<file path="config.mk">
export PLATFORM = sky130hd
export DESIGN_NAME = dual_motor_pi_position_control
export DESIGN_NICKNAME = d
export VERILOG_FILES = /design/src/hdl/dmpc_pkg.sv /design/src/hdl/dual_motor_pi_position_control.sv /design/src/hdl/dmpc_cfg_regs.sv /design/src/hdl/dmpc_mul.sv
export VERILOG_INCLUDE_DIRS = /design/src /design/src/hdl
export SDC_FILE = /design/constraint.sdc
export NUM_CORES = 2
export LEC_CHECK = 0
export BUFFER_PORTS_ARGS = -buffer_cell sky130_fd_sc_hd__buf_2
export CAP_MARGIN = 15
export CORE_ASPECT_RATIO = 1.4
export CORE_MARGIN = 2
export CORE_UTILIZATION = 35
export CTS_BUF_LIST = sky130_fd_sc_hd__clkbuf_16
export CTS_CLUSTER_DIAMETER = 100
export CTS_CLUSTER_SIZE = 28
export DETAILED_ROUTE_END_ITERATION = 12
export HOLD_SLACK_MARGIN = 0.15
export SYNTH_ARGS = -nofsm -noshare
export SYNTH_HDL_FRONTEND = slang
export SYNTH_SLANG_ARGS = --single-unit
</file>
<file path="constraint.sdc">
create_clock -name clk -period 9.3 [get_ports clk]
set_input_delay 0.93 -clock clk [delete_from_list [all_inputs] [get_ports clk]]
set_output_delay 0.93 -clock clk [all_outputs]
set_load 0.01 [all_outputs]
</file>
<file path="src/hdl/assert_macros.svh">
// Assertion macros shared by the RTL of the dual motor position controller.
// Both macros clock on clk; the first one is switched off while rst_n is low.
`ifndef ASSERT_MACROS_SVH
`define ASSERT_MACROS_SVH

// Clocked check that is ignored while reset is asserted.
`define ASSERT_CLK(name, prop, msg) \
  name: assert property (@(posedge clk) disable iff (!rst_n) prop) else $error(msg);

// Clocked check that also holds across reset.
`define ASSERT_RST(name, prop, msg) \
  name: assert property (@(posedge clk) prop) else $error(msg);

`endif

</file>
<file path="src/hdl/dmpc_pkg.sv">
// Package of the dual motor PI position controller: widths, register codes,
// reset values and the configuration record. No dependencies.
`default_nettype none

package dmpc_pkg;

  // Default position width and fixed field widths.
  localparam int POSITION_WIDTH_DEF = 16;
  localparam int SPEED_W            = 11;
  localparam int KGAIN_W            = 9;
  localparam int BGAIN_W            = 12;
  localparam int DUTY_W             = 16;
  localparam int INTEG_W            = 20;
  localparam int LIM_W              = 12;
  localparam int OUT_W              = 13;

  // Control constants.
  localparam int FULL_DUTY  = 3200;
  localparam int FULL_SPEED = 1024;
  localparam int DEADBAND   = 20;
  localparam int INTEG_MAX  = 524287;
  localparam int INTEG_MIN  = -524288;

  // The limit is speed * 3200 / 1024, which is speed * 25 / 8.
  localparam int LIM_SHIFT = 3;
  localparam int LIM_MUL   = (FULL_DUTY << LIM_SHIFT) / FULL_SPEED;

  // Configuration port.
  localparam int CFG_IDX_W  = 3;
  localparam int CFG_DATA_W = 16;

  localparam logic [CFG_IDX_W-1:0] REG_PROP_GAIN_A   = 3'd0;
  localparam logic [CFG_IDX_W-1:0] REG_PROP_GAIN_B   = 3'd1;
  localparam logic [CFG_IDX_W-1:0] REG_INTEGRAL_GAIN = 3'd2;
  localparam logic [CFG_IDX_W-1:0] REG_BOOST_GAIN_A  = 3'd3;
  localparam logic [CFG_IDX_W-1:0] REG_BOOST_GAIN_B  = 3'd4;
  localparam logic [CFG_IDX_W-1:0] REG_CUT_GAIN_A    = 3'd5;
  localparam logic [CFG_IDX_W-1:0] REG_CUT_GAIN_B    = 3'd6;
  localparam logic [CFG_IDX_W-1:0] REG_DUTY_OFFSET   = 3'd7;

  // All configuration registers, as seen by the datapath.
  typedef struct packed {
    logic signed [KGAIN_W-1:0] prop_gain_a;
    logic signed [KGAIN_W-1:0] prop_gain_b;
    logic signed [KGAIN_W-1:0] integral_gain;
    logic [BGAIN_W-1:0]        boost_gain_a;
    logic [BGAIN_W-1:0]        boost_gain_b;
    logic [BGAIN_W-1:0]        cut_gain_a;
    logic [BGAIN_W-1:0]        cut_gain_b;
    logic [DUTY_W-1:0]         duty_offset;
  } dmpc_cfg_t;

  localparam dmpc_cfg_t CFG_RESET = '{
    prop_gain_a:   9'h1EC,
    prop_gain_b:   9'h1EC,
    integral_gain: 9'h000,
    boost_gain_a:  12'd512,
    boost_gain_b:  12'd333,
    cut_gain_a:    12'd256,
    cut_gain_b:    12'd128,
    duty_offset:   16'd24000
  };

endpackage

`default_nettype wire

</file>
<file path="src/hdl/dual_motor_pi_position_control.sv">
// Dual motor PI position controller, top level.
// Input channel: one beat per control tick. in_tdata holds, from bit 0 up,
// target_a, target_b, count_a, count_b (POSITION_WIDTH bits each, signed) and
// speed_setting (11 bits), zero padded to whole bytes; in_tuser[0] is
// stop_request. Output channel: out_tdata holds duty_a then duty_b (16 bits
// each); out_tuser holds drive_on_a then drive_on_b.
// Configuration: cfg_index selects one of eight gain/offset registers and
// cfg_data carries its value; cfg_ready is always high.
// Sequence: each tick runs up to seven products through one shared multiplier,
// each with an operand select state, then a write-back state. The result is
// offered after the last write-back; the balancing product is skipped when no
// channel needs balancing. in_tready is low while a tick is in progress, so no
// new beat is taken until the tick ends. The result sits in an output register:
// the next beat may be accepted while it waits, and the sequencer only holds at
// its last step if the previous result is still untaken.
// Reset (rst_n low, synchronous) restores the default gains, clears both
// integrators, resets the stored error ratio to 0/1 and empties the output.
`default_nettype none

module dual_motor_pi_position_control import dmpc_pkg::*; #(
  parameter int POSITION_WIDTH = POSITION_WIDTH_DEF
) (
  input  logic clk,
  input  logic rst_n,
  // target_a, target_b, count_a, count_b, speed_setting, zero padding
  input  logic in_tvalid,
  output logic in_tready,
  input  logic [((4*POSITION_WIDTH+SPEED_W+7)/8)*8-1:0] in_tdata,
  // stop_request
  input  logic [0:0] in_tuser,
  // duty_a, duty_b
  output logic out_tvalid,
  input  logic out_tready,
  output logic [2*DUTY_W-1:0] out_tdata,
  // drive_on_a, drive_on_b
  output logic [1:0] out_tuser,
  input  logic cfg_valid,
  output logic cfg_ready,
  input  logic [CFG_IDX_W-1:0] cfg_index,
  input  logic [CFG_DATA_W-1:0] cfg_data
);

`include "assert_macros.svh"

  localparam int PW     = POSITION_WIDTH;
  localparam int EW     = PW + 1;
  localparam int MW     = (PW + 2 > OUT_W + 1) ? PW + 2 : OUT_W + 1;
  localparam int PROD_W = 2 * MW;
  localparam int SW     = PROD_W + 1;

  localparam logic signed [SW-1:0] IMAX = SW'(INTEG_MAX);
  localparam logic signed [SW-1:0] IMIN = SW'(INTEG_MIN);

  typedef enum logic [1:0] {ST_IDLE, ST_ISSUE, ST_WB, ST_DONE} state_t;
  typedef enum logic [2:0] {
    STP_IA, STP_IB, STP_PA, STP_PB, STP_LHS, STP_RHS, STP_BAL
  } step_t;

  // Saturate offset plus output to the duty range.
  function automatic logic [DUTY_W-1:0] sat_duty(input logic [DUTY_W-1:0] off,
                                                 input logic signed [OUT_W-1:0] o);
    logic signed [DUTY_W+1:0] s;
    begin
      s = $signed({2'b00, off}) + (DUTY_W+2)'(o);
      if (s[DUTY_W+1]) begin
        sat_duty = '0;
      end else if (s[DUTY_W]) begin
        sat_duty = '1;
      end else begin
        sat_duty = s[DUTY_W-1:0];
      end
    end
  endfunction

  dmpc_cfg_t cfg;

  state_t state_r;
  step_t  step_r;

  logic signed [EW-1:0]      ea_r, eb_r, num_r, den_r;
  logic [PW-1:0]             last_tb_r;
  logic [LIM_W-1:0]          lim_r;
  logic                      stop_r;
  logic signed [INTEG_W-1:0] integ_a_r, integ_b_r;
  logic signed [OUT_W-1:0]   oa_r, ob_r;
  logic signed [PROD_W-1:0]  lhs_r;
  logic                      bal_b_r;
  logic [BGAIN_W-1:0]        bal_gain_r;
  logic                      out_tvalid_r;
  logic [2*DUTY_W-1:0]       out_tdata_r;
  logic [1:0]                out_tuser_r;

  logic signed [PROD_W-1:0]  prod_r;

  // Configuration registers.
  dmpc_cfg_regs u_cfg (
    .clk       (clk),
    .rst_n     (rst_n),
    .cfg_valid (cfg_valid),
    .cfg_ready (cfg_ready),
    .cfg_index (cfg_index),
    .cfg_data  (cfg_data),
    .cfg_r     (cfg)
  );

  // Input fields and the values formed in the accept cycle.
  logic signed [PW-1:0] ta, tb, ca, cb;
  logic [SPEED_W-1:0]   spd, spd_sat;
  logic [LIM_W+3:0]     lim_prod;
  logic signed [EW-1:0] ea_in, eb_in;

  assign ta  = in_tdata[PW-1:0];
  assign tb  = in_tdata[2*PW-1:PW];
  assign ca  = in_tdata[3*PW-1:2*PW];
  assign cb  = in_tdata[4*PW-1:3*PW];
  assign spd = in_tdata[4*PW+SPEED_W-1:4*PW];

  assign spd_sat  = (spd > SPEED_W'(FULL_SPEED)) ? SPEED_W'(FULL_SPEED) : spd;
  assign lim_prod = (LIM_W+4)'(spd_sat) * (LIM_W+4)'(LIM_MUL);
  assign ea_in    = EW'(ta) - EW'(ca);
  assign eb_in    = EW'(tb) - EW'(cb);

  // Error magnitudes for the lag test and the deadband.
  logic [EW-1:0] ea_mag, eb_mag, num_mag, den_mag;

  assign ea_mag  = ea_r[EW-1]  ? EW'(-ea_r)  : EW'(ea_r);
  assign eb_mag  = eb_r[EW-1]  ? EW'(-eb_r)  : EW'(eb_r);
  assign num_mag = num_r[EW-1] ? EW'(-num_r) : EW'(num_r);
  assign den_mag = den_r[EW-1] ? EW'(-den_r) : EW'(den_r);

  // Operand select for the shared multiplier.
  logic signed [MW-1:0] op_a, op_b;

  always_comb begin
    unique case (step_r)
      STP_IA: begin
        op_a = MW'(cfg.integral_gain);
        op_b = MW'(ea_r);
      end
      STP_IB: begin
        op_a = MW'(cfg.integral_gain);
        op_b = MW'(eb_r);
      end
      STP_PA: begin
        op_a = MW'(cfg.prop_gain_a);
        op_b = MW'(ea_r);
      end
      STP_PB: begin
        op_a = MW'(cfg.prop_gain_b);
        op_b = MW'(eb_r);
      end
      STP_LHS: begin
        op_a = $signed(MW'({1'b0, ea_mag}));
        op_b = $signed(MW'({1'b0, den_mag}));
      end
      STP_RHS: begin
        op_a = $signed(MW'({1'b0, eb_mag}));
        op_b = $signed(MW'({1'b0, num_mag}));
      end
      STP_BAL: begin
        op_a = bal_b_r ? MW'(ob_r) : MW'(oa_r);
        op_b = $signed(MW'({1'b0, bal_gain_r}));
      end
      default: begin
        op_a = '0;
        op_b = '0;
      end
    endcase
  end

  dmpc_mul #(.MUL_W(MW)) u_mul (
    .clk    (clk),
    .mul_en (state_r == ST_ISSUE),
    .op_a   (op_a),
    .op_b   (op_b),
    .prod_r (prod_r)
  );

  // Write-back arithmetic on the registered product.
  logic signed [PROD_W-1:0]  prod_q8;
  logic signed [INTEG_W-1:0] integ_sel, integ_new;
  logic signed [SW-1:0]      integ_sum, clamp_in, lim_s;
  logic signed [OUT_W-1:0]   clamp_out, lim_o, oa_mag, ob_mag;
  logic                      oa_at_lim, ob_at_lim, lhs_gt, rhs_gt;

  assign prod_q8   = prod_r >>> 8;
  assign integ_sel = (step_r == STP_IA || step_r == STP_PA) ? integ_a_r : integ_b_r;
  assign integ_sum = SW'(prod_q8) + SW'(integ_sel);

  // Integrator saturation.
  always_comb begin
    if (integ_sum > IMAX) begin
      integ_new = INTEG_W'(IMAX);
    end else if (integ_sum < IMIN) begin
      integ_new = INTEG_W'(IMIN);
    end else begin
      integ_new = INTEG_W'(integ_sum);
    end
  end

  // Clamp to the speed limit, for the PI sum and for the balanced output.
  assign lim_s    = $signed(SW'({1'b0, lim_r}));
  assign lim_o    = $signed(OUT_W'({1'b0, lim_r}));
  assign clamp_in = (step_r == STP_BAL) ? SW'(prod_q8) : SW'(prod_r) + SW'(integ_sel);

  always_comb begin
    if (clamp_in > lim_s) begin
      clamp_out = lim_o;
    end else if (clamp_in < -lim_s) begin
      clamp_out = -lim_o;
    end else begin
      clamp_out = OUT_W'(clamp_in);
    end
  end

  // Lag test and the at-limit check of each channel.
  assign oa_mag    = oa_r[OUT_W-1] ? -oa_r : oa_r;
  assign ob_mag    = ob_r[OUT_W-1] ? -ob_r : ob_r;
  assign oa_at_lim = oa_mag >= lim_o;
  assign ob_at_lim = ob_mag >= lim_o;
  assign lhs_gt    = lhs_r > prod_r;
  assign rhs_gt    = prod_r > lhs_r;

  // Sequencer, state and registered outputs.
  always_ff @(posedge clk) begin
    if (!rst_n) begin
      state_r      <= ST_IDLE;
      step_r       <= STP_IA;
      integ_a_r    <= '0;
      integ_b_r    <= '0;
      num_r        <= '0;
      den_r        <= EW'(1);
      last_tb_r    <= '0;
      out_tvalid_r <= 1'b0;
    end else begin
      // A taken result empties the output unless a new one replaces it now.
      if (out_tvalid_r && out_tready && state_r != ST_DONE) begin
        out_tvalid_r <= 1'b0;
      end
      unique case (state_r)
        ST_IDLE: begin
          if (in_tvalid) begin
            ea_r      <= ea_in;
            eb_r      <= eb_in;
            lim_r     <= lim_prod[LIM_W+LIM_SHIFT-1:LIM_SHIFT];
            stop_r    <= in_tuser[0];
            last_tb_r <= tb;
            if (tb != last_tb_r) begin
              num_r <= ea_in;
              den_r <= eb_in;
            end
            step_r  <= STP_IA;
            state_r <= ST_ISSUE;
          end
        end
        ST_ISSUE: begin
          state_r <= ST_WB;
        end
        ST_WB: begin
          unique case (step_r)
            STP_IA: begin
              integ_a_r <= integ_new;
              step_r    <= STP_IB;
              state_r   <= ST_ISSUE;
            end
            STP_IB: begin
              integ_b_r <= integ_new;
              step_r    <= STP_PA;
              state_r   <= ST_ISSUE;
            end
            STP_PA: begin
              oa_r    <= clamp_out;
              step_r  <= STP_PB;
              state_r <= ST_ISSUE;
            end
            STP_PB: begin
              ob_r    <= clamp_out;
              step_r  <= STP_LHS;
              state_r <= ST_ISSUE;
            end
            STP_LHS: begin
              lhs_r   <= prod_r;
              step_r  <= STP_RHS;
              state_r <= ST_ISSUE;
            end
            STP_RHS: begin
              step_r <= STP_BAL;
              if (lhs_gt) begin
                // A lags: boost A, or cut B when A is already at the limit.
                bal_b_r    <= oa_at_lim;
                bal_gain_r <= oa_at_lim ? cfg.cut_gain_b : cfg.boost_gain_a;
                state_r    <= ST_ISSUE;
              end else if (rhs_gt) begin
                // B lags: boost B, or cut A when B is already at the limit.
                bal_b_r    <= !ob_at_lim;
                bal_gain_r <= ob_at_lim ? cfg.cut_gain_a : cfg.boost_gain_b;
                state_r    <= ST_ISSUE;
              end else begin
                state_r <= ST_DONE;
              end
            end
            STP_BAL: begin
              if (bal_b_r) begin
                ob_r <= clamp_out;
              end else begin
                oa_r <= clamp_out;
              end
              state_r <= ST_DONE;
            end
            default: begin
              state_r <= ST_IDLE;
            end
          endcase
        end
        ST_DONE: begin
          if (!out_tvalid_r || out_tready) begin
            out_tvalid_r <= 1'b1;
            out_tdata_r  <= {sat_duty(cfg.duty_offset, ob_r),
                             sat_duty(cfg.duty_offset, oa_r)};
            out_tuser_r  <= {!stop_r && (eb_mag >= EW'(DEADBAND)),
                             !stop_r && (ea_mag >= EW'(DEADBAND))};
            state_r      <= ST_IDLE;
          end
        end
        default: begin
          state_r <= ST_IDLE;
        end
      endcase
    end
  end

  assign in_tready  = (state_r == ST_IDLE);
  assign out_tvalid = out_tvalid_r;
  assign out_tdata  = out_tdata_r;
  assign out_tuser  = out_tuser_r;

  // A tick in progress blocks the input channel.
  `ASSERT_CLK(a_busy_after_accept, (in_tvalid && in_tready) |=> !in_tready, "beat accepted while busy")
  // The balancing product is the last step of a tick.
  `ASSERT_CLK(a_bal_is_last, (state_r == ST_WB && step_r == STP_BAL) |=> (state_r == ST_DONE), "sequencer ran past balancing")
  // Both outputs are within the speed limit when the duties are formed.
  `ASSERT_CLK(a_out_in_limit, (state_r == ST_DONE) |-> (oa_r <= lim_o && oa_r >= -lim_o && ob_r <= lim_o && ob_r >= -lim_o), "output outside limit")
  // Reset empties the output register.
  `ASSERT_RST(a_reset_empties_out, !rst_n |=> !out_tvalid, "output valid after reset")

endmodule

`default_nettype wire

</file>
<file path="src/hdl/dmpc_cfg_regs.sv">
// Configuration register file of the dual motor PI position controller.
// Depends on dmpc_pkg for the register codes, reset values and record type.
`default_nettype none

module dmpc_cfg_regs import dmpc_pkg::*; (
  input  logic                  clk,
  input  logic                  rst_n,
  input  logic                  cfg_valid,
  output logic                  cfg_ready,
  input  logic [CFG_IDX_W-1:0]  cfg_index,
  input  logic [CFG_DATA_W-1:0] cfg_data,
  output dmpc_cfg_t             cfg_r
);

  // Writes are always taken.
  assign cfg_ready = 1'b1;

  // Register decode and write.
  always_ff @(posedge clk) begin
    if (!rst_n) begin
      cfg_r <= CFG_RESET;
    end else if (cfg_valid && cfg_ready) begin
      unique case (cfg_index)
        REG_PROP_GAIN_A:   cfg_r.prop_gain_a   <= cfg_data[KGAIN_W-1:0];
        REG_PROP_GAIN_B:   cfg_r.prop_gain_b   <= cfg_data[KGAIN_W-1:0];
        REG_INTEGRAL_GAIN: cfg_r.integral_gain <= cfg_data[KGAIN_W-1:0];
        REG_BOOST_GAIN_A:  cfg_r.boost_gain_a  <= cfg_data[BGAIN_W-1:0];
        REG_BOOST_GAIN_B:  cfg_r.boost_gain_b  <= cfg_data[BGAIN_W-1:0];
        REG_CUT_GAIN_A:    cfg_r.cut_gain_a    <= cfg_data[BGAIN_W-1:0];
        REG_CUT_GAIN_B:    cfg_r.cut_gain_b    <= cfg_data[BGAIN_W-1:0];
        REG_DUTY_OFFSET:   cfg_r.duty_offset   <= cfg_data[DUTY_W-1:0];
        default: begin
        end
      endcase
    end
  end

endmodule

`default_nettype wire

</file>
<file path="src/hdl/dmpc_mul.sv">
// Shared signed multiplier of the dual motor PI position controller.
// The product is registered; the sequencer in the top level drives it.
`default_nettype none

module dmpc_mul import dmpc_pkg::*; #(
  parameter int MUL_W = POSITION_WIDTH_DEF + 2
) (
  input  logic                        clk,
  input  logic                        mul_en,
  input  logic signed [MUL_W-1:0]     op_a,
  input  logic signed [MUL_W-1:0]     op_b,
  output logic signed [2*MUL_W-1:0]   prod_r
);

  // One signed product per enabled cycle.
  always_ff @(posedge clk) begin
    if (mul_en) begin
      prod_r <= (2*MUL_W)'(op_a) * (2*MUL_W)'(op_b);
    end
  end

endmodule

`default_nettype wire
</file>
==> reports/metrics.cfg <==
[run_status]
outcome=finished, final reports clean

[global_routing]
grt_max_degree=98
grt_pass1_wl_um=181000
gr-total-overflow=0
grt_pass1_vias=32732
antenna_found_initial=0
grt.total_usage_pct=19.3

[worst_setup_path]
crit_path_max_fanout=8
cp.arrival_ns=9.13
slowest_delay_ns=0.72
setup.worst_path.start=ea_r[7]
required_ns=9.63
start_kind=flop
crit_slowest_cell=or4b_2
crit_type=flop to flop
crit_top_cell=fa_1
cp-end-kind=flop
timing.rr.start=ea_r[7]

[yosys]
yosysTopAreaCell=fa_1
synth-seq-cells=379
synthDistinctLibCells=88
synth_edf_count=192
ys_warn_count=0
synth_top_cell_area_share_pct=17.0
synth-async-reset-ratio_pct=0
yosysSeqAreaShare_pct=23.6
synthTopCellsByArea=fa_1 (17%), edfxtp_1 (14%), ha_1 (11%)
ys.flop_type=edfxtp_1
syn_inst=4646
synth_area_um2=40300
syn_area_per_cell_um2=8.67
syn_nets=5457

[detailed_routing]
drc=0
vias=32990
drt-pass1-iter-count=5
vias_per_cell=5.33
initialDrtViolationCount=2034
wl_per_cell_um=18.6
routed_wl_um=115000
drtAntennaViolNets=0

[hold_path]
min_from=u_cfg.cfg_r[71]
hold_class=flop to flop

[die]
top_level_ports=142
die_w_um=291
rows=147
die-height_um=405
die-area_um2=118000
start_util_pct=35.2
coreArea_um2=114000

[timing]
tightest_slew_ns=1.12
setup_tns_ns=0
setup_viol=0
grt_setup_unrepaired=false
finalHoldViolations=0
fmax_mhz=114
final_max_slew_viol_count=0
skew_ns=0.0594
worst_slew_margin_rel_pct=24.8
post-route-period-util_pct=94.6
period_needed_ns=8.80
hold_slack_ns=0.472

[clocking]
numCtsBuffers=20
htreeDepth=1
clk_pin_slew_ns=0.11
cts-root-buf=clkbuf_16
cts_tree=yes
cts_hold_buf=0
clk_latency_ns=0.62
clkSinkCount=379
clockBufferDepth=3

[power_and_ir_drop]
finalPower_mw=4.67
power_density_nw_per_um2=107
ir_drop_v=0.000112
power_leakage_nw=19.4

[place]
portBuffers=135
place.gp.congestion=0.913
hpwl_um=93200

[finish]
fillers=11728
drive_gt1_share_pct=7.59
diodes=0
nets=5501
area_growth_pct=7.96

[run]
maxCapViolCount=0

## what timing repair did
item                                    in CTS  in global routing
endpoints found under the hold margin        0                  0
resized for setup                            0                 10
setup buffers                                0                  0
endpoints found under the setup margin       0                  5
## critical path: cells and delay by family, from the launching register on
kind                     cells  cell delay [ns]
adder cells (fa/ha/maj)      7             3.22
AO/OA/AOI/OAI               10             1.77
XOR/XNOR                     1             0.08
buffers and inverters        6             0.47
AND/OR/NAND/NOR              7             2.48
flip-flops                   1             0.45
## worst paths after layout
path | to | slack, ns | cells after the start
setup / recovery | u_mul.prod_r[34] | 0.50 | 31
hold / removal | u_cfg.cfg_r[71] | 0.47 | 2
setup reg to reg | u_mul.prod_r[34] | 0.50 | 31
hold reg to reg | u_cfg.cfg_r[71] | 0.47 | 2
## metal layers
layer / vias up / global-route usage [%] / share of wire [%]
met3: 211 / 1.30 / 3.4
li1: 15850 / - / -
met5: - / 0 / 0
met2: 796 / 36.4 / 51
met1: 16133 / 22.8 / 41
met4: 0 / 7.05 / 4.0
## final cells by class
cell class                 count  area [um2]  area share, %
clock buffer                  20         500           1.15
clock inverter                16         170          0.391
inverter                     603        2260           5.21
multi-input combinational   3458       27800           63.9
sequential                   379        9510           21.9
tap                         1490        1860           4.29
timing repair buffer         228        1390           3.20
## stage by stage
step / util (%) / area, um2 / setup slack, ns / instances
2_1_floorplan: - / 40300 / 0.786 / 4646
3_3_place_gp: 37.3 / 42700 / 0.190 / 6152
3_5_place_dp: 37.3 / 42700 / 0.192 / 6152
4_1_cts: 37.9 / 43400 / 0.0908 / 6188
5_1_grt: 38.0 / 43500 / 0.0489 / 6194
6_report: 38.0 / 43500 / 0.505 / 6194
## cell families after synthesis
kind of cell    share of synthesized area [%]
compound gates                           15.7
mux                                      2.37
flops                                    23.6
other cells                           0.00931
simple gates                             17.3
buf+inv                                  7.69
fa+ha+maj                                28.3
xor+xnor                                 4.96
## power by group
part | switching [mW] | total (mW) | internal [mW]
registers | 0.118 | 1.99 | 1.87
logic | 0.972 | 1.61 | 0.634
clock network | 0.641 | 1.07 | 0.430
total | 1.73 | 4.67 | 2.93
## placed cells by master (no fill, tap or decap), drive strengths merged, types with 11 or more instances in the layout
master	n
a211o	12
or2	15
nand3	133
o21a	64
a211oi	53
ha	364
nand2	588
buf	226
nor2	378
nor4	34
o21bai	24
inv	617
edfxtp	192
o311ai	16
and3	32
nor2b	77
xnor2	150
o41ai	11
mux2i	66
mux2	26
o22ai	15
and2	32
nand4	31
o21ai	151
fa	342
nor3	79
or3	47
o221a	39
a31oi	34
o211ai	24
a21boi	98
nand2b	44
a21o	86
xor2	78
o31ai	33
dfxtp	187
a21oi	156
clkbuf	21
## flip-flops by register name, summed over array words and instances (netlist names), 17 cells and up
name / count
num_r: 17
u_mul.prod_r: 36
integ_b_r: 20
lhs_r: 36
ea_r: 17
den_r: 17
integ_a_r: 20
u_cfg.cfg_r: 91
eb_r: 17
out_tdata: 32
## Yosys cell counts (77+ instances only)
| master | instances |
|---|---|
| nand2_1 | 586 |
| inv_1 | 603 |
| a21oi_1 | 156 |
| fa_1 | 342 |
| ha_1 | 364 |
| clkbuf_1 | 168 |
| nor3_1 | 79 |
| nand3_1 | 133 |
| nor2_1 | 378 |
| edfxtp_1 | 192 |
| xor2_1 | 78 |
| xnor2_1 | 150 |
| dfxtp_1 | 187 |
| a21boi_0 | 98 |
| a21o_1 | 86 |
| o21ai_0 | 146 |
| nor2b_1 | 77 |
(Power assumes the default switching activity.)
